**config.mk**
```make
export PLATFORM = sky130hd
export DESIGN_NAME = line_rasterizer_unit
export DESIGN_NICKNAME = d
export VERILOG_FILES = /design/src/hdl/lrast_pkg.sv /design/src/hdl/line_rasterizer_unit.sv /design/src/hdl/lrast_in_stage.sv /design/src/hdl/lrast_core.sv
export SDC_FILE = /design/constraint.sdc
export NUM_CORES = 1
export LEC_CHECK = 0
export BUFFER_PORTS_ARGS = -buffer_cell sky130_fd_sc_hd__buf_2
export CORE_AREA = 3 3 186 188
export DETAILED_ROUTE_END_ITERATION = 10
export DIE_AREA = 0 0 189 191
export PLACE_DENSITY = 0.83
export SKIP_CTS_REPAIR_TIMING = 1
export SYNTH_ARGS = -nofsm -noshare
export SYNTH_HDL_FRONTEND = slang
export SYNTH_SLANG_ARGS = --single-unit
```
**constraint.sdc**
```tcl
create_clock -name clk -period 11 [get_ports clk]
set_input_delay 0.55 -clock clk [delete_from_list [all_inputs] [get_ports clk]]
set_output_delay 0.55 -clock clk [all_outputs]
set_load 0.05 [all_outputs]
```
**src/hdl/lrast_pkg.sv**
```systemverilog
// Shared types and constants for the line rasterizer.
// Beat structs for the input and result channels, command codes, field widths.
// No dependencies.
package lrast_pkg;

  localparam int unsigned FIELD_COORD_W = 12;
  localparam int unsigned OFFSET_W      = 24;
  localparam int unsigned PITCH_W       = 13;
  localparam int unsigned COUNT_W       = 13;
  localparam int unsigned COLOR_W       = 32;
  localparam logic [PITCH_W-1:0] PITCH_RESET = 13'd640;

  typedef enum logic {
    CMD_START = 1'b0,
    CMD_STEP  = 1'b1
  } cmd_t;

  typedef struct packed {
    cmd_t                     cmd;
    logic [FIELD_COORD_W-1:0] start_x;
    logic [FIELD_COORD_W-1:0] start_y;
    logic [FIELD_COORD_W-1:0] end_x;
    logic [FIELD_COORD_W-1:0] end_y;
    logic [COLOR_W-1:0]       line_color;
  } in_beat_t;

  typedef struct packed {
    logic [FIELD_COORD_W-1:0] pixel_x;
    logic [FIELD_COORD_W-1:0] pixel_y;
    logic [OFFSET_W-1:0]      pixel_offset;
    logic [COLOR_W-1:0]       pixel_color;
    logic                     last_pixel;
  } out_beat_t;

  // Status from the core back to the input stage and the top level.
  typedef struct packed {
    logic advance;   // result register can take a new beat this cycle
    logic active;    // a line is in progress
  } core_stat_t;

endpackage

```
**src/hdl/line_rasterizer_unit.sv**
```systemverilog
// Top level of the line rasterizer: configuration register, input stage, core.
// Instantiates lrast_in_stage and lrast_core; depends on lrast_pkg.
//
// Bresenham line rasterizer with a valid/stall input and result channel. A start
// beat (cmd = start) latches both endpoints and the color and gives no pixel; it
// restarts the line even when one is in progress. Each step beat then gives one
// pixel beat with x, y, the word offset y * line_pitch + x (mod 2^24) and the
// color; the last of major delta + 1 pixels carries last_pixel. A step beat with
// no line in progress gives nothing. The block takes one beat per clock while no
// result beat is held by out_stall: the input register feeds the core, whose setup
// decode or pixel step (one 13-bit by COORD_BITS multiply plus add, and the error
// add and compare) is combinational into the result register. A pixel beat passes
// the input register and then the result register before it is on the outputs.
// in_stall rises only while a result beat is held by out_stall and the input
// register is full. Write line_pitch only while no beat is in flight.
module line_rasterizer_unit #(
  parameter int unsigned COORD_BITS = 12
) (
  input  logic                          clk,
  input  logic                          rst_n,
  input  logic                          in_valid,
  output logic                          in_stall,
  input  lrast_pkg::in_beat_t           in_data,
  output logic                          out_valid,
  input  logic                          out_stall,
  output lrast_pkg::out_beat_t          out_data,
  input  logic                          cfg_we,
  input  logic [lrast_pkg::PITCH_W-1:0] cfg_wdata
);

  logic [lrast_pkg::PITCH_W-1:0] pitch_r;
  logic [lrast_pkg::PITCH_W-1:0] pitch_nxt;

  logic                  item_valid;
  lrast_pkg::in_beat_t   item;
  lrast_pkg::core_stat_t stat;

  // Pitch register: take every write, any value including zero is used as given.
  assign pitch_nxt = cfg_we ? cfg_wdata : pitch_r;

  always_ff @(posedge clk) begin
    if (!rst_n) begin
      pitch_r <= lrast_pkg::PITCH_RESET;
    end else begin
      pitch_r <= pitch_nxt;
    end
  end

  // Input register: hold the beat while the result side is blocked.
  lrast_in_stage u_in_stage (
    .clk        (clk),
    .rst_n      (rst_n),
    .in_valid   (in_valid),
    .in_stall   (in_stall),
    .in_data    (in_data),
    .stat       (stat),
    .item_valid (item_valid),
    .item       (item)
  );

  // Core: setup decode, error stepping, offset multiply, result register.
  lrast_core #(
    .COORD_BITS (COORD_BITS)
  ) u_core (
    .clk        (clk),
    .rst_n      (rst_n),
    .item_valid (item_valid),
    .item       (item),
    .pitch      (pitch_r),
    .out_valid  (out_valid),
    .out_stall  (out_stall),
    .out_data   (out_data),
    .stat       (stat)
  );

  // A start beat moving into the core never leaves a pixel behind it.
  a_start_no_pixel: assert property (@(posedge clk) disable iff (!rst_n)
    item_valid && stat.advance && (item.cmd == lrast_pkg::CMD_START) |=> !out_valid)
    else $error("start beat produced a pixel");

  // A step beat with no line in progress never leaves a pixel behind it.
  a_idle_step_no_pixel: assert property (@(posedge clk) disable iff (!rst_n)
    item_valid && stat.advance && (item.cmd == lrast_pkg::CMD_STEP) && !stat.active
    |=> !out_valid)
    else $error("idle step produced a pixel");

  // Back-pressure toward the input only comes from a held result beat.
  a_stall_cause: assert property (@(posedge clk) disable iff (!rst_n)
    in_stall |-> out_valid && out_stall)
    else $error("input stalled without a blocked result");

  // The final pixel of a line ends it.
  a_last_ends_line: assert property (@(posedge clk) disable iff (!rst_n)
    item_valid && stat.advance && (item.cmd == lrast_pkg::CMD_STEP) && stat.active
    ##1 out_data.last_pixel |-> !stat.active)
    else $error("line still active after last pixel");

endmodule

```
**src/hdl/lrast_in_stage.sv**
```systemverilog
// Input register stage of the line rasterizer.
// Captures one input beat and holds it while the core cannot advance.
// Depends on lrast_pkg.
module lrast_in_stage (
  input  logic                 clk,
  input  logic                 rst_n,
  input  logic                 in_valid,
  output logic                 in_stall,
  input  lrast_pkg::in_beat_t  in_data,
  input  lrast_pkg::core_stat_t stat,
  output logic                 item_valid,
  output lrast_pkg::in_beat_t  item
);

  logic                valid_r;
  logic                valid_nxt;
  lrast_pkg::in_beat_t item_r;

  // Hold the captured beat only while the core is blocked by a stalled result.
  assign in_stall  = valid_r && !stat.advance;
  assign valid_nxt = in_stall ? valid_r : in_valid;

  always_ff @(posedge clk) begin
    if (!rst_n) begin
      valid_r <= 1'b0;
    end else begin
      valid_r <= valid_nxt;
    end
  end

  always_ff @(posedge clk) begin
    if (in_valid && !in_stall) begin
      item_r <= in_data;
    end
  end

  assign item_valid = valid_r;
  assign item       = item_r;

endmodule

```
**src/hdl/lrast_core.sv**
```systemverilog
// Line state, setup decode, pixel step and result register.
// Takes a registered input beat, emits at most one pixel beat per clock.
// Depends on lrast_pkg.
module lrast_core #(
  parameter int unsigned COORD_BITS = 12
) (
  input  logic                        clk,
  input  logic                        rst_n,
  input  logic                        item_valid,
  input  lrast_pkg::in_beat_t         item,
  input  logic [lrast_pkg::PITCH_W-1:0] pitch,
  output logic                        out_valid,
  input  logic                        out_stall,
  output lrast_pkg::out_beat_t        out_data,
  output lrast_pkg::core_stat_t       stat
);

  localparam int unsigned CB    = COORD_BITS;
  localparam int unsigned ERR_W = COORD_BITS + 4;
  localparam int unsigned CMP_W = (CB > lrast_pkg::COUNT_W) ? CB : lrast_pkg::COUNT_W;
  localparam int unsigned PROD_W = CB + lrast_pkg::PITCH_W;

  logic                 active_r,    active_nxt;
  logic [CB-1:0]        cur_x_r,     cur_x_nxt;
  logic [CB-1:0]        cur_y_r,     cur_y_nxt;
  logic [CB-1:0]        major_r,     major_nxt;
  logic [CB-1:0]        minor_r,     minor_nxt;
  logic signed [ERR_W-1:0] err_r,    err_nxt;
  logic [lrast_pkg::COUNT_W-1:0] count_r, count_nxt;
  logic                 x_major_r,   x_major_nxt;
  logic                 major_neg_r, major_neg_nxt;
  logic                 minor_neg_r, minor_neg_nxt;
  logic [lrast_pkg::COLOR_W-1:0] color_r, color_nxt;
  logic                 out_valid_r, out_valid_nxt;
  lrast_pkg::out_beat_t out_r,       out_nxt;

  logic                 advance;
  logic                 fire;

  // setup decode
  logic [CB-1:0] sx, sy, ex, ey, dx, dy;
  logic          xneg, yneg;

  // step datapath
  logic [PROD_W-1:0]       prod;
  logic signed [ERR_W-1:0] minor4, major4, err_add;
  logic                    last;
  logic [CB-1:0]           x_minor, y_minor;

  function automatic logic [CB-1:0] step_coord(input logic [CB-1:0] c, input logic neg);
    step_coord = neg ? c - 1'b1 : c + 1'b1;
  endfunction

  assign advance = !out_valid_r || !out_stall;
  assign fire    = item_valid && advance;

  assign sx   = CB'(item.start_x);
  assign sy   = CB'(item.start_y);
  assign ex   = CB'(item.end_x);
  assign ey   = CB'(item.end_y);
  assign xneg = ex < sx;
  assign yneg = ey < sy;
  assign dx   = xneg ? sx - ex : ex - sx;
  assign dy   = yneg ? sy - ey : ey - sy;

  assign prod    = cur_y_r * pitch;
  assign minor4  = $signed({2'b00, minor_r, 2'b00});
  assign major4  = $signed({2'b00, major_r, 2'b00});
  assign err_add = err_r + minor4;
  assign last    = CMP_W'(count_r) >= CMP_W'(major_r);

  always_comb begin
    active_nxt    = active_r;
    cur_x_nxt     = cur_x_r;
    cur_y_nxt     = cur_y_r;
    major_nxt     = major_r;
    minor_nxt     = minor_r;
    err_nxt       = err_r;
    count_nxt     = count_r;
    x_major_nxt   = x_major_r;
    major_neg_nxt = major_neg_r;
    minor_neg_nxt = minor_neg_r;
    color_nxt     = color_r;
    out_valid_nxt = out_valid_r && out_stall;
    out_nxt       = out_r;
    x_minor       = cur_x_r;
    y_minor       = cur_y_r;

    if (fire) begin
      case (item.cmd)
        lrast_pkg::CMD_START: begin
          cur_x_nxt = sx;
          cur_y_nxt = sy;
          if (dx < dy) begin
            x_major_nxt   = 1'b0;
            major_nxt     = dy;
            minor_nxt     = dx;
            major_neg_nxt = yneg;
            minor_neg_nxt = xneg;
          end else begin
            x_major_nxt   = 1'b1;
            major_nxt     = dx;
            minor_nxt     = dy;
            major_neg_nxt = xneg;
            minor_neg_nxt = yneg;
          end
          err_nxt    = '0;
          count_nxt  = '0;
          color_nxt  = item.line_color;
          active_nxt = 1'b1;
        end
        lrast_pkg::CMD_STEP: begin
          if (active_r) begin
            out_valid_nxt        = 1'b1;
            out_nxt.pixel_x      = lrast_pkg::FIELD_COORD_W'(cur_x_r);
            out_nxt.pixel_y      = lrast_pkg::FIELD_COORD_W'(cur_y_r);
            out_nxt.pixel_offset = lrast_pkg::OFFSET_W'(prod)
                                 + lrast_pkg::OFFSET_W'(cur_x_r);
            out_nxt.pixel_color  = color_r;
            out_nxt.last_pixel   = last;

            // Advance the error, take a minor step when it turns positive.
            err_nxt = err_add;
            if (err_add > 0) begin
              err_nxt = err_add - major4;
              if (x_major_r) begin
                y_minor = step_coord(cur_y_r, minor_neg_r);
              end else begin
                x_minor = step_coord(cur_x_r, minor_neg_r);
              end
            end
            if (x_major_r) begin
              cur_x_nxt = step_coord(cur_x_r, major_neg_r);
              cur_y_nxt = y_minor;
            end else begin
              cur_x_nxt = x_minor;
              cur_y_nxt = step_coord(cur_y_r, major_neg_r);
            end
            count_nxt = count_r + 1'b1;
            if (last) begin
              active_nxt = 1'b0;
            end
          end
        end
        default: begin
          active_nxt = active_r;
        end
      endcase
    end
  end

  always_ff @(posedge clk) begin
    if (!rst_n) begin
      active_r    <= 1'b0;
      cur_x_r     <= '0;
      cur_y_r     <= '0;
      major_r     <= '0;
      minor_r     <= '0;
      err_r       <= '0;
      count_r     <= '0;
      x_major_r   <= 1'b1;
      major_neg_r <= 1'b0;
      minor_neg_r <= 1'b0;
      color_r     <= '0;
      out_valid_r <= 1'b0;
    end else begin
      active_r    <= active_nxt;
      cur_x_r     <= cur_x_nxt;
      cur_y_r     <= cur_y_nxt;
      major_r     <= major_nxt;
      minor_r     <= minor_nxt;
      err_r       <= err_nxt;
      count_r     <= count_nxt;
      x_major_r   <= x_major_nxt;
      major_neg_r <= major_neg_nxt;
      minor_neg_r <= minor_neg_nxt;
      color_r     <= color_nxt;
      out_valid_r <= out_valid_nxt;
    end
  end

  always_ff @(posedge clk) begin
    out_r <= out_nxt;
  end

  assign out_valid   = out_valid_r;
  assign out_data    = out_r;
  assign stat.advance = advance;
  assign stat.active  = active_r;

endmodule
```
Word level (Yosys, flattened, before mapping)

Index checks and enable logic that the tools add are counted.
Widths: inputs -> output; s select.

Output and inout port bits: 83
Register bits after elaboration: 290

Mux-type cells: 30
Equality and inequality tests: 3
$mul: 1
Order comparisons: 5
Bitwise operators: 1
Add/sub/neg operators: 12
Reductions and logical operators: 14

Operator list:

| cell                  | number |
|---|---|
| $mux 12               | 14 |
| $pmux 12 s2           | 2 |
| $sub 12x12->12        | 4 |
| $lt 12x12->1          | 3 |
| $mux 16               | 2 |
| $pmux 16 s2           | 1 |
| $pmux 13 s2           | 1 |
| $add 12x1->12 const B | 2 |
| $add 24x12->24        | 1 |
| $mul 12x13->24        | 1 |
| $sub 12x1->12 const B | 2 |
| $add 16x15->16        | 1 |
| $gt 16x1->1 const B   | 1 |
| $sub 16x15->16        | 1 |
| $add 13x1->13 const B | 1 |
| $ge 13x12->1          | 1 |
| $mux 13               | 1 |
| $reduce_and 3->1      | 3 |
| $mux 1                | 8 |
| $logic_and 1x1->1     | 4 |
| $logic_not 1->1       | 4 |
| $reduce_and 2->1      | 2 |
| $ne 3x1->1 const B    | 1 |
| $ne 3x3->1 const B    | 1 |
| other kinds (4)       | 4 |

Depth between registers and ports, before layout

Gate-level depths: netlist (run 1).

Depth in word-level cells: 6
Depth in mapped cells: 23
Depth with buffers taken out: 21

By module

Synthesis (run 1) repeated with hierarchy kept, for this count alone.

Cell total of the unflattened synthesis: 2115
Area, all modules: 20256.9 um2

By module, submodules not included:

| module               | instances | area each (um2) | seq. area each (um2) | cells an instance |
|---|---|---|---|---|
| lrast_core           | 1         | 17275.3         | 4674.5               | 1988 |
| lrast_in_stage       | 1         | 2479.9          | 2452.4               | 85 |
| line_rasterizer_unit | 1         | 501.7           | 260.2                | 42 |

Worst setup path before layout (run 1)

OpenSTA, ideal clock, no wires.

Path kind: register to register
From: reg u_core.cur_y_r[3]
To: reg u_core.out_r, in the netlist u_core.out_data[56] (data pin)
Path slack: 5.299 ns
Arrival: 5.437 ns
Library setup time: 0.264 ns
Cell stages (with the launch flop): 21
Required time: 10.736 ns
Cells stage by stage: dfxtp_1 -> clkbuf_1 -> buf_1 -> nand2_1 -> fa_1 -> fa_1 -> fa_1 -> inv_1 -> fa_1 -> inv_1 -> fa_1 -> inv_1 -> ha_1 -> or4_1 -> o2111ai_1 -> a21oi_1 -> nor2_1 -> a211o_1 -> nand3b_1 -> o31ai_1 -> xnor2_1

Cells in the longest elaborated chain, start to end: 2

Ends and longest elaborated chain:

| element                | RTL line          | text |
|---|---|---|
| start, declared        | lrast_core.sv:25  | `logic [CB-1:0] cur_y_r, cur_y_nxt;` |
| start signal, assigned | lrast_core.sv:169 | `cur_y_r <= cur_y_nxt;` |
| $mul 12x13->24         | lrast_core.sv:66  | `assign prod = cur_y_r * pitch;` |
| $add 24x12->24         | lrast_core.sv:118 | `+ lrast_pkg::OFFSET_W'(cur_x_r);` |
| end signal, assigned   | lrast_core.sv:183 | `out_r <= out_nxt;` |
| end, declared          | lrast_core.sv:35  | `lrast_pkg::out_beat_t out_r, out_nxt;` |

No other way between the ends.
A chain may end at the register's enable or synchronous reset.

Final worst setup path (run 1)

Ends and elaborated chain as after synthesis.

==> results of run 1 <==
stage by stage:
stage	std cells	setup slack (ns)	total power, W	util [%]
2_1_floorplan	2043	5.30	0.00196	-
3_3_place_gp	2596	4.96	0.00215	63.2
3_5_place_dp	2596	4.62	0.00218	63.2
4_1_cts	2656	4.59	0.00330	66.5
5_1_grt	2656	4.36	0.00346	66.5
6_report	2656	4.51	0.00328	66.5
report_power, final:
| part | internal [W] | switching (W) |
|---|---|---|
| sequential | 0.00120 | 0.0000604 |
| combinational | 0.000370 | 0.000550 |
| clock | 0.000651 | 0.000455 |
final cells by class:
type                       count  area [sq um]
inverter                     280          1050
clock inverter                14           156
multi-input combinational   1390         11100
clock buffer                  46           936
fill                        2576         11200
tap                          448           561
timing repair buffer         190           973
sequential                   288          7390
layout by cell type, fill, tap and decap left out, drive strengths merged, types with 15 or more instances in the layout:
cell type,instances
nor3,34
a21oi,136
buf,190
nor2,87
nand2,244
a211oi,26
o22ai,19
ha,166
a21o,26
clkbuf,46
fa,126
nor2b,15
nand2b,16
o21ai,84
edfxtp,162
xor2,22
xnor2,41
dfxtp,126
and2,92
mux2i,33
nand3,36
inv,282
path summary, 6_finish.rpt:
| path | endpoint | slack, ns | depth (start not counted) |
|---|---|---|---|
| max reg2reg | u_core.out_data[56]$_DFFE_PP_ | 4.51 | 18 |
| min reg2reg | u_core.out_data[27]$_DFFE_PP_ | 0.43 | 0 |
| max | u_core.out_data[56]$_DFFE_PP_ | 4.51 | 18 |
| min | u_in_stage.item[28]$_DFFE_PP_ | 0.17 | 1 |
registers in the layout, indices dropped and copies added, names as in the netlist, 12 cells and up:
register	count
u_core.count_r	13
pitch_r	13
u_in_stage.item	81
u_core.major_r	12
u_core.err_r	14
u_core.cur_y_r	12
u_core.minor_r	12
u_core.color_r	32
u_core.cur_x_r	12
u_core.out_data	81
metal layers:
metal,vias up,share of wire [%],global-route usage [%]
met5,-,0.057,0
met4,4,4.0,12.1
met3,147,8.1,6.73
met2,593,48,44.3
met1,7358,40,32.5
li1,7248,-,-
cells by family (layout without fill, tap and decap cells):
logic type	after synthesis	in the layout	synth area share [%]
AO/OA/AOI/OAI	424	424	14.0
XOR/XNOR	63	63	2.79
adder cells (fa/ha/maj)	292	292	23.2
buffers and inverters	365	530	6.99
flip-flops	288	288	37.3
multiplexers	39	39	2.01
AND/OR/NAND/NOR	572	572	13.7
worst max-delay path: cells and delay by family, from the launching register on:
family | cells | cell delay (ns)
simple gates | 4 | 1.13
fa+ha+maj | 6 | 2.88
compound gates | 4 | 1.06
flops | 1 | 0.82
buf+inv | 3 | 0.15
xor+xnor | 1 | 0.16
==> metrics.md, run 1 <==
| Metric | Value |
|---|---|
| Number of flops mapped to enable cells by yosys | 162 |
| # port buffers | 181 |
| Avg Vias per Cell | 5.78 |
| Vias in the first global route | 15.6k |
| Nets | 2,575 |
| Fin. Hold Viols | 0 |
| Gpl congestion | 0.941 |
| Layout cells sized above 1 | 12.4% |
| Max-Slew Margin vs Limit | 26.4% |
| Synth top area cells | edfxtp_1 (25%), dfxtp_1 (13%), fa_1 (13%) |
| Fin crit share | 59.0% |
| # DRC | 0 |
| Pwr per Cell Area | 148 mW/mm^2 |
| Root buffer selected by CTS | clkbuf_16 |
| Crit-path cells | nand2_1, fa_1, fa_1, fa_1, inv_1, fa_1, inv_1, fa_1, inv_1, ha_1, or4_1, o2111ai_1, a21oi_1, nor2_1, a211o_1, nand3b_1, o31ai_1, xnor2_1 |
| Max Cap Viol | 0 |
| Global-route wire length before repair | 77.0 mm |
| Clk slew on worst S/H paths | 0.06 ns |
| GRT Util Overall | 26.5% |
| IO Count | 182 |
| YS warnings | 0 |
| Slowest CP cell | dfxtp_1 |
| Cts bufs inserted | 34 |
| Primary FF master, synth | edfxtp_1 |
| Die Y | 191 um |
| Status | finished clean |
| Post-synthesis cell type with the largest combined area | edfxtp_1 |
| Worst EP arrival | 6.77 ns |
| CP peak stage delay | 0.82 ns |
| Longest Clk Path Bufs | 3 |
| Die width | 189 um |
| Avg Cell Area, Syn | 9.69 sq um |
| Synth top cells by count | inv_1 (280), nand2_1 (244), ha_1 (166) |
| Num Clock Sinks | 288 |
| DR WL/cell | 17.8 um |
| Worst hold path class | input pin to register |
| Hold path start | in_data[28] |
| CTS tree | yes |
| Post-synth top area share | 24.6% |
| Initial antenna violation count | 3 |
| Yosys cell types | 78 |
| Initial core utilization | 59.5% |
| Worst r2r src | u_core.cur_y_r[3]$_SDFFE_PN0P_ |
| Worst path most repeated cell | fa_1 |
| Synth-to-layout area growth | 11.8% |
| GRT overflow | 0 |
| CP Launch Point | u_core.cur_y_r[3]$_SDFFE_PN0P_ |
| RSZ-0062 raised after global routing | no |
| Worst Setup Start Kind | register |
| Critical path peak fanout | 20 |
| Iter 0 DRT Violations | 1,075 |
| DP HPWL | 35.2 mm |
| Routed vias | 15.4k |
| Mapped Cells | 2,043 |
| Largest net degree at the start of global routing | 81 |
| Ant. Diodes | 0 |
| Final slew viol count | 0 |
| Worst-margin pin slew | 1.10 ns |
| Crit Path Class | register to register |
| Routed Antenna Nets | 0 |
| Setup crit end kind | register |
| Leakage | 9.95 nW |
| Syn nets | 2,434 |
| Placed inst area | 0.0210 sq mm |
| # rows | 67 |
| Max Fclk | 0.154 GHz |
| Worst EP required | 11.28 ns |
| Async set or reset register ratio after synthesis | 0% |
| Core area | 0.0333 sq mm |
| Setup TNS | 0 ns |
| Seq cells post-synth | 288 |
| Skew final | 0.0309 ns |
| Final WL | 47.4 mm |
| Netlist Area Pre-Place | 0.0198 sq mm |
| Clock latency on the worst-skew pair | 0.55 ns |
| Final instance area | 0.0221 sq mm |
| First-pass DRT Iterations | 5 |
| Count leader, synth | inv_1 |
| Worst hold margin | 0.174 ns |
| Tmin final | 6.49 ns |
| VDD IR max | 0.000140 V |
| Sequential area share after synthesis | 37.3% |
| Final setup viols | 0 |
| Htree depth | 2 |
| DIE AREA | 0.0361 sq mm |
Note: power is estimated with default switching activity, not from simulation.
==> run 2, diff against run 1 <==
Settings changed: ABC_AREA from default to 1, CORE_AREA 3 3 186 188 to 3 3 191 193, DIE_AREA 0 0 189 191 to 0 0 194 196.
Clock period 11 ns to 6.4 ns, I/O delays scaled along.
==> run 2 against run 1 <==
- the flow now finishes with violations (negative hold slack)
- routed wire length up 16%
- sequential share of layout area down 2.6 points
- register-to-register slack worse by 3.6 ns
- maximum frequency up 19%
- hold slack worse by 0.20 ns
- critical path depth down 1
- total power up 94%
- largest cell class unchanged
- largest power group is now combinational logic
==> metrics.md, run 2 <==
| Metric | Value |
|---|---|
| Status | complete, but fails checks (was finished clean) |
| Failing checks | negative hold slack |
| Initial antenna violation count | 0 (was 3) |
| Die Y | 196 um (was 191 um) |
| Post-synthesis cell type with the largest combined area | edfxtp_1 (unchanged) |
| Max Cap Viol | 0 (unchanged) |
| Leakage | 12.1 nW (was 9.95 nW) |
| Async set or reset register ratio after synthesis | 0% (unchanged) |
| Max Fclk | 0.183 GHz (was 0.154 GHz) |
| Max-Slew Margin vs Limit | 34.6% (was 26.4%) |
| Initial core utilization | 60.2% (was 59.5%) |
| CTS tree | yes (unchanged) |
| Cts bufs inserted | 31 (was 34) |
| GRT Util Overall | 27.9% (was 26.5%) |
| Root buffer selected by CTS | clkbuf_16 (unchanged) |
| Num Clock Sinks | 288 (unchanged) |
| Routed vias | 18.0k (was 15.4k) |
| Sequential area share after synthesis | 35.3% (was 37.3%) |
| Post-synth top area share | 23.3% (was 24.6%) |
| Worst EP arrival | 5.83 ns (was 6.77 ns) |
| Ant. Diodes | 0 (unchanged) |
| Die width | 194 um (was 189 um) |
| Final slew viol count | 0 (unchanged) |
| Global-route wire length before repair | 87.1 mm (was 77.0 mm) |
| Iter 0 DRT Violations | 1,555 (was 1,075) |
| Largest net degree at the start of global routing | 85 (was 81) |
| IO Count | 182 (unchanged) |
| Skew final | 0.0230 ns (was 0.0309 ns) |
| Worst hold margin | -0.0217 ns (was 0.174 ns) |
| Syn nets | 2,959 (was 2,434) |
| Crit Path Class | register to register (unchanged) |
| Placed inst area | 0.0221 sq mm (was 0.0210 sq mm) |
| Count leader, synth | nand2_1 (was inv_1) |
| First-pass DRT Iterations | 7 (was 5) |
| CP Launch Point | u_core.cur_y_r[6]$_SDFFE_PN0P_ (was u_core.cur_y_r[3]$_SDFFE_PN0P_) |
| Worst EP required | 6.75 ns (was 11.28 ns) |
| Seq cells post-synth | 288 (unchanged) |
| DIE AREA | 0.0380 sq mm (was 0.0361 sq mm) |
| Avg Vias per Cell | 5.52 (was 5.78) |
| Setup crit end kind | register (unchanged) |
| Layout cells sized above 1 | 9.57% (was 12.4%) |
| YS warnings | 0 (unchanged) |
| Worst r2r src | u_core.cur_y_r[6]$_SDFFE_PN0P_ (was u_core.cur_y_r[3]$_SDFFE_PN0P_) |
| Critical path peak fanout | 20 (unchanged) |
| Nets | 3,178 (was 2,575) |
| Clk slew on worst S/H paths | 0.07 ns (was 0.06 ns) |
| Gpl congestion | 0.939 (was 0.941) |
| Avg Cell Area, Syn | 8.14 sq um (was 9.69 sq um) |
| Primary FF master, synth | edfxtp_1 (unchanged) |
| Htree depth | 1 (was 2) |
| Number of fill cells | 2,663 (was 2,576) |
| Synth-to-layout area growth | 15.0% (was 11.8%) |
| VDD IR max | 0.000267 V (was 0.000140 V) |
| Setup TNS | 0 ns (unchanged) |
| Worst-margin pin slew | 0.982 ns (was 1.10 ns) |
| # port buffers | 181 (unchanged) |
| Fin crit share | 85.6% (was 59.0%) |
| RSZ-0062 raised after global routing | no (unchanged) |
| Final instance area | 0.0240 sq mm (was 0.0221 sq mm) |
| Worst slack at placement | 0.951 ns (was 4.62 ns) |
| Final setup viols | 0 (unchanged) |
| DR WL/cell | 16.9 um (was 17.8 um) |
| Tmin final | 5.48 ns (was 6.49 ns) |
| Synth top cells by count | nand2_1 (558), inv_1 (481), nor2_1 (191) (was inv_1 (280), nand2_1 (244), ha_1 (166)) |
| Synth top area cells | edfxtp_1 (23%), dfxtp_1 (12%), fa_1 (12%) (was edfxtp_1 (25%), dfxtp_1 (13%), fa_1 (13%)) |
| Dpl cells | 3,118 (was 2,596) |
| Number of flops mapped to enable cells by yosys | 162 (unchanged) |
| Hold path start | cfg_wdata[12] (was in_data[28]) |
| # DRC | 0 (unchanged) |
| Yosys cell types | 53 (was 78) |
| Fin. Hold Viols | 2 (was 0) |
| Setup WS post-layout | 0.924 ns (was 4.51 ns) |
| Core area | 0.0347 sq mm (was 0.0333 sq mm) |
| Vias in the first global route | 17.5k (was 15.6k) |
| Worst hold path class | input pin to register (unchanged) |
| Routed Antenna Nets | 0 (unchanged) |
| Commonest non-fill, non-tap cells in the layout | nand2_1 (558), inv_1 (480), nor2_1 (189), buf_2 (181), ha_1 (166) (was inv_1 (278), nand2_1 (243), buf_2 (181), ha_1 (166), edfxtp_1 (162)) |
| Worst Setup Start Kind | register (unchanged) |
| Clock latency on the worst-skew pair | 0.60 ns (was 0.55 ns) |
| Mapped Cells | 2,568 (was 2,043) |
| Non-Filler Instances | 3,266 (was 2,656) |
| DP HPWL | 39.0 mm (was 35.2 mm) |
| Final WL | 55.2 mm (was 47.4 mm) |
| Pwr per Cell Area | 264 mW/mm^2 (was 148 mW/mm^2) |
| GRT overflow | 0 (unchanged) |
| Most common cell after layout, fill and taps aside | nand2_1 (was inv_1) |
| Longest Clk Path Bufs | 3 (unchanged) |
| Netlist Area Pre-Place | 0.0209 sq mm (was 0.0198 sq mm) |
| # rows | 68 (was 67) |
## run 2: report_power, final
part	switching [W]	internal (W)	total [W]
clock	0.000794	0.00104	0.00184
combinational	0.00143	0.000852	0.00228
sequential	0.000145	0.00210	0.00224
## run 2: metrics by stage
stage / util, % / total power (W)
after detailed placement: 63.6 / 0.00445
after global routing: 69.2 / 0.00678
after floorplan: - / 0.00396
final: 69.2 / 0.00636
after CTS: 66.6 / 0.00630
after global placement: 63.6 / 0.00438
## run 2: final cells by class
class / count / area, sq um / share of cell area (%)
Timing Repair Buffer: 287 / 1930 / 8.03
Tap cell: 455 / 569 / 2.37
Inverter: 488 / 1830 / 7.63
Clock buffer: 42 / 868 / 3.61
Sequential cell: 288 / 7390 / 30.7
Clock inverter: 15 / 164 / 0.682
Multi-Input combinational cell: 1691 / 11300 / 46.9
## run 2: routing by layer
layer	up-vias	wire, um	GRT usage (%)
met4	0	1850	9.07
met1	8489	22800	36.9
met5	-	0	0
met2	830	25800	45.9
li1	8579	-	-
met3	135	4660	6.18
## run 2: logic make-up after synthesis
kind of cell / Yosys count / synth area share (%)
simple gates: 954 / 19.0
buf+inv: 589 / 10.7
flops: 288 / 35.3
xor+xnor: 76 / 3.18
fa+ha+maj: 292 / 22.0
compound gates: 367 / 9.67
mux: 2 / 0.0958
## run 2: worst paths after layout
kind	end	slack, ns	cells past startpoint
worst max-delay path	u_core.out_data[56]$_DFFE_PP_	0.92	17
worst min-delay path	pitch_r[12]$_SDFFE_PN0P_	-0.02	3
worst max register to register	u_core.out_data[56]$_DFFE_PP_	0.92	17
worst min register to register	u_core.out_data[4]$_DFFE_PP_	0.43	0
## run 2: critical path: stages (launching register included)
cell	delay, ns
dfxtp_1	0.88
nand2_1	0.18
fa_1	0.46
fa_1	0.48
fa_1	0.54
inv_1	0.05
fa_1	0.53
inv_1	0.06
fa_1	0.52
inv_1	0.04
ha_1	0.36
a21oi_1	0.17
nand2_1	0.09
a21oi_1	0.13
nand2_1	0.16
a21oi_1	0.28
o31ai_1	0.12
xor2_1	0.15
==> run 3, diff against run 2 <==
Settings changed: CAP_MARGIN from default to 40, CTS_BUF_LIST from default to sky130_fd_sc_hd__clkbuf_16.
==> run 3 against run 2 <==
- the flow still finishes with violations (negative hold slack)
- total power is 0.63% higher
- hold slack worse by 0.0015 ns
- largest power group unchanged
- critical endpoint unchanged
- register-to-register slack worse by 0.04 ns
- utilization is 0.17 points higher
- design area is 0.25% higher
- global-route usage is 0.24 points lower
- via count is 0.60% lower
- clock-buffer cell count is 11 lower
- routed wire length is 0.69% lower
- sequential power hardly changed
- maximum frequency is 0.80% lower
==> metrics.md, run 3 (synthesized netlist as in run 2, its figures left out) <==
| Metric | Value |
|---|---|
| Final instance area | 0.0241 sq mm (was 0.0240 sq mm) |
| Gpl congestion | 0.939 (unchanged) |
| DIE AREA | 0.0380 sq mm (unchanged) |
| # DRC | 0 (unchanged) |
| Clock latency on the worst-skew pair | 0.61 ns (was 0.60 ns) |
| DP HPWL | 39.3 mm (was 39.0 mm) |
| Routed Antenna Nets | 0 (unchanged) |
| Pwr per Cell Area | 266 mW/mm^2 (was 264 mW/mm^2) |
| Num Clock Sinks | 288 (unchanged) |
| Hold path start | cfg_wdata[6] (was cfg_wdata[12]) |
| DR WL/cell | 16.8 um (was 16.9 um) |
| Die Y | 196 um (unchanged) |
| Global-route wire length before repair | 86.5 mm (was 87.1 mm) |
| Failing checks | negative hold slack (unchanged) |
| Fin crit share | 86.3% (was 85.6%) |
| IO Count | 182 (unchanged) |
| Final setup viols | 0 (unchanged) |
| Die width | 194 um (unchanged) |
| Worst EP required | 6.75 ns (about the same) |
| Worst-margin pin slew | 0.958 ns (was 0.982 ns) |
| Setup TNS | 0 ns (unchanged) |
| Crit Reg-Reg Endpoint | u_core.out_data[56]$_DFFE_PP_ (unchanged) |
| Dpl cells | 3,119 (was 3,118) |
| Cts bufs inserted | 31 (unchanged) |
| Worst Setup Start Kind | register (unchanged) |
| Max-Slew Margin vs Limit | 36.1% (was 34.6%) |
| Leakage | 12.1 nW (about the same) |
| GRT overflow | 0 (unchanged) |
| Ant. Diodes | 0 (unchanged) |
| Initial core utilization | 60.2% (unchanged) |
| Layout cells sized above 1 | 9.52% (was 9.57%) |
| Longest Clk Path Bufs | 3 (unchanged) |
| R2R cell count | 17 (unchanged) |
| Final slew viol count | 0 (unchanged) |
| Final core occ | 69.4% (was 69.2%) |
| Routed vias | 17.9k (was 18.0k) |
| Number of fill cells | 2,680 (was 2,663) |
| Worst EP arrival | 5.87 ns (was 5.83 ns) |
| Commonest non-fill, non-tap cells in the layout | nand2_1 (558), inv_1 (487), nor2_1 (189), buf_2 (181), ha_1 (166) (was nand2_1 (558), inv_1 (480), nor2_1 (189), buf_2 (181), ha_1 (166)) |
| # rows | 68 (unchanged) |
| Initial antenna violation count | 0 (unchanged) |
| Skew final | 0.0150 ns (was 0.0230 ns) |
| CP Launch Point | u_core.cur_y_r[6]$_SDFFE_PN0P_ (unchanged) |
| Synth-to-layout area growth | 15.3% (was 15.0%) |
| Avg Vias per Cell | 5.48 (was 5.52) |
| RSZ-0062 raised after global routing | no (unchanged) |
| Worst r2r src | u_core.cur_y_r[6]$_SDFFE_PN0P_ (unchanged) |
| Iter 0 DRT Violations | 1,424 (was 1,555) |
| Hold Path Sink | pitch_r[6]$_SDFFE_PN0P_ (was pitch_r[12]$_SDFFE_PN0P_) |
| Fin. Hold Viols | 2 (unchanged) |
| Flop-to-flop setup slack | 0.88 ns (was 0.92 ns) |
| Nets | 3,180 (was 3,178) |
| Setup crit end kind | register (unchanged) |
| Footprint of the multi-input gates | 0.0113 sq mm (unchanged) |
| VDD IR max | 0.000339 V (was 0.000267 V) |
| Status | complete, but fails checks (unchanged) |
| Register area | 0.00739 sq mm (unchanged) |
| Vias in the first global route | 17.4k (was 17.5k) |
| Root buffer selected by CTS | clkbuf_16 (unchanged) |
| Critical path peak fanout | 20 (unchanged) |
| CTS tree | yes (unchanged) |
| Worst hold margin | -0.0232 ns (was -0.0217 ns) |
| # port buffers | 181 (unchanged) |
| Max Fclk | 0.181 GHz (was 0.183 GHz) |
| Hold-critical path depth | 3 (unchanged) |
| Crit Path Class | register to register (unchanged) |
| Clk slew on worst S/H paths | 0.07 ns (about the same) |
| First-pass DRT Iterations | 6 (was 7) |
| Htree depth | 1 (unchanged) |
| Most common cell after layout, fill and taps aside | nand2_1 (unchanged) |
| Max Cap Viol | 0 (unchanged) |
| Placed inst area | 0.0221 sq mm (about the same) |
| Worst hold path class | input pin to register (unchanged) |
| Tmin final | 5.52 ns (was 5.48 ns) |
| GRT Util Overall | 27.6% (was 27.9%) |
| Final WL | 54.8 mm (was 55.2 mm) |
| Non-Filler Instances | 3,269 (was 3,266) |
| Core area | 0.0347 sq mm (unchanged) |
| Largest net degree at the start of global routing | 69 (was 85) |
run 3: through the flow:
stage / total power (W) / worst slack [ns]
floorplan: 0.00396 / 1.26
global placement: 0.00438 / 1.02
detailed placement: 0.00446 / 0.932
CTS: 0.00632 / 0.906
global route: 0.00682 / 0.638
finish: 0.00640 / 0.880
run 3: power by group:
part	total, W	leakage (nW)	switching (W)	internal, W
logic	0.00227	9.02	0.00142	0.000854
clock network	0.00188	0.529	0.000794	0.00109
registers	0.00224	2.58	0.000146	0.00210
total	0.00640	12.1	0.00236	0.00404
run 3: layout make-up:
cell class | count | share of cell area, %
clock inverter | 27 | 1.15
tap | 455 | 2.36
inverter | 488 | 7.61
clock buffer | 31 | 3.22
multi-input combinational | 1691 | 46.8
timing repair buffer | 289 | 8.16
sequential | 288 | 30.7
run 3: critical path, cell delays in order, from the launching register on:
cell and delay, ns:
dfxtp_1 0.92, nand2_1 0.18, fa_1 0.46, fa_1 0.48, fa_1 0.54, inv_1 0.05
fa_1 0.53, inv_1 0.05, fa_1 0.52, inv_1 0.04, ha_1 0.36, a21oi_1 0.18
nand2_1 0.09, a21oi_1 0.12, nand2_1 0.17, a21oi_1 0.29, o31ai_1 0.12, xor2_1 0.15
run 3: how the worst max path moves through the flow:
| stage | to | slack (ns) | cells past startpoint |
|---|---|---|---|
| global placement | u_core.out_data[56]$_DFFE_PP_ | 1.02 | 17 |
| global route | u_core.out_data[56]$_DFFE_PP_ | 0.64 | 17 |
| detailed placement | u_core.out_data[56]$_DFFE_PP_ | 0.93 | 17 |
| finish | u_core.out_data[56]$_DFFE_PP_ | 0.88 | 17 |
| CTS | u_core.out_data[56]$_DFFE_PP_ | 0.91 | 17 |
| floorplan | u_core.out_data[56]$_DFFE_PP_ | 1.26 | 19 |
run 3: routing by layer:
layer / vias to the layer above / share of wire [%] / global-route usage, %
li1: 8596 / - / -
met1: 8436 / 41 / 36.4
met2: 783 / 47 / 45.6
met3: 109 / 8.5 / 6.32
met4: 0 / 3.4 / 8.86
met5: - / 0 / 0
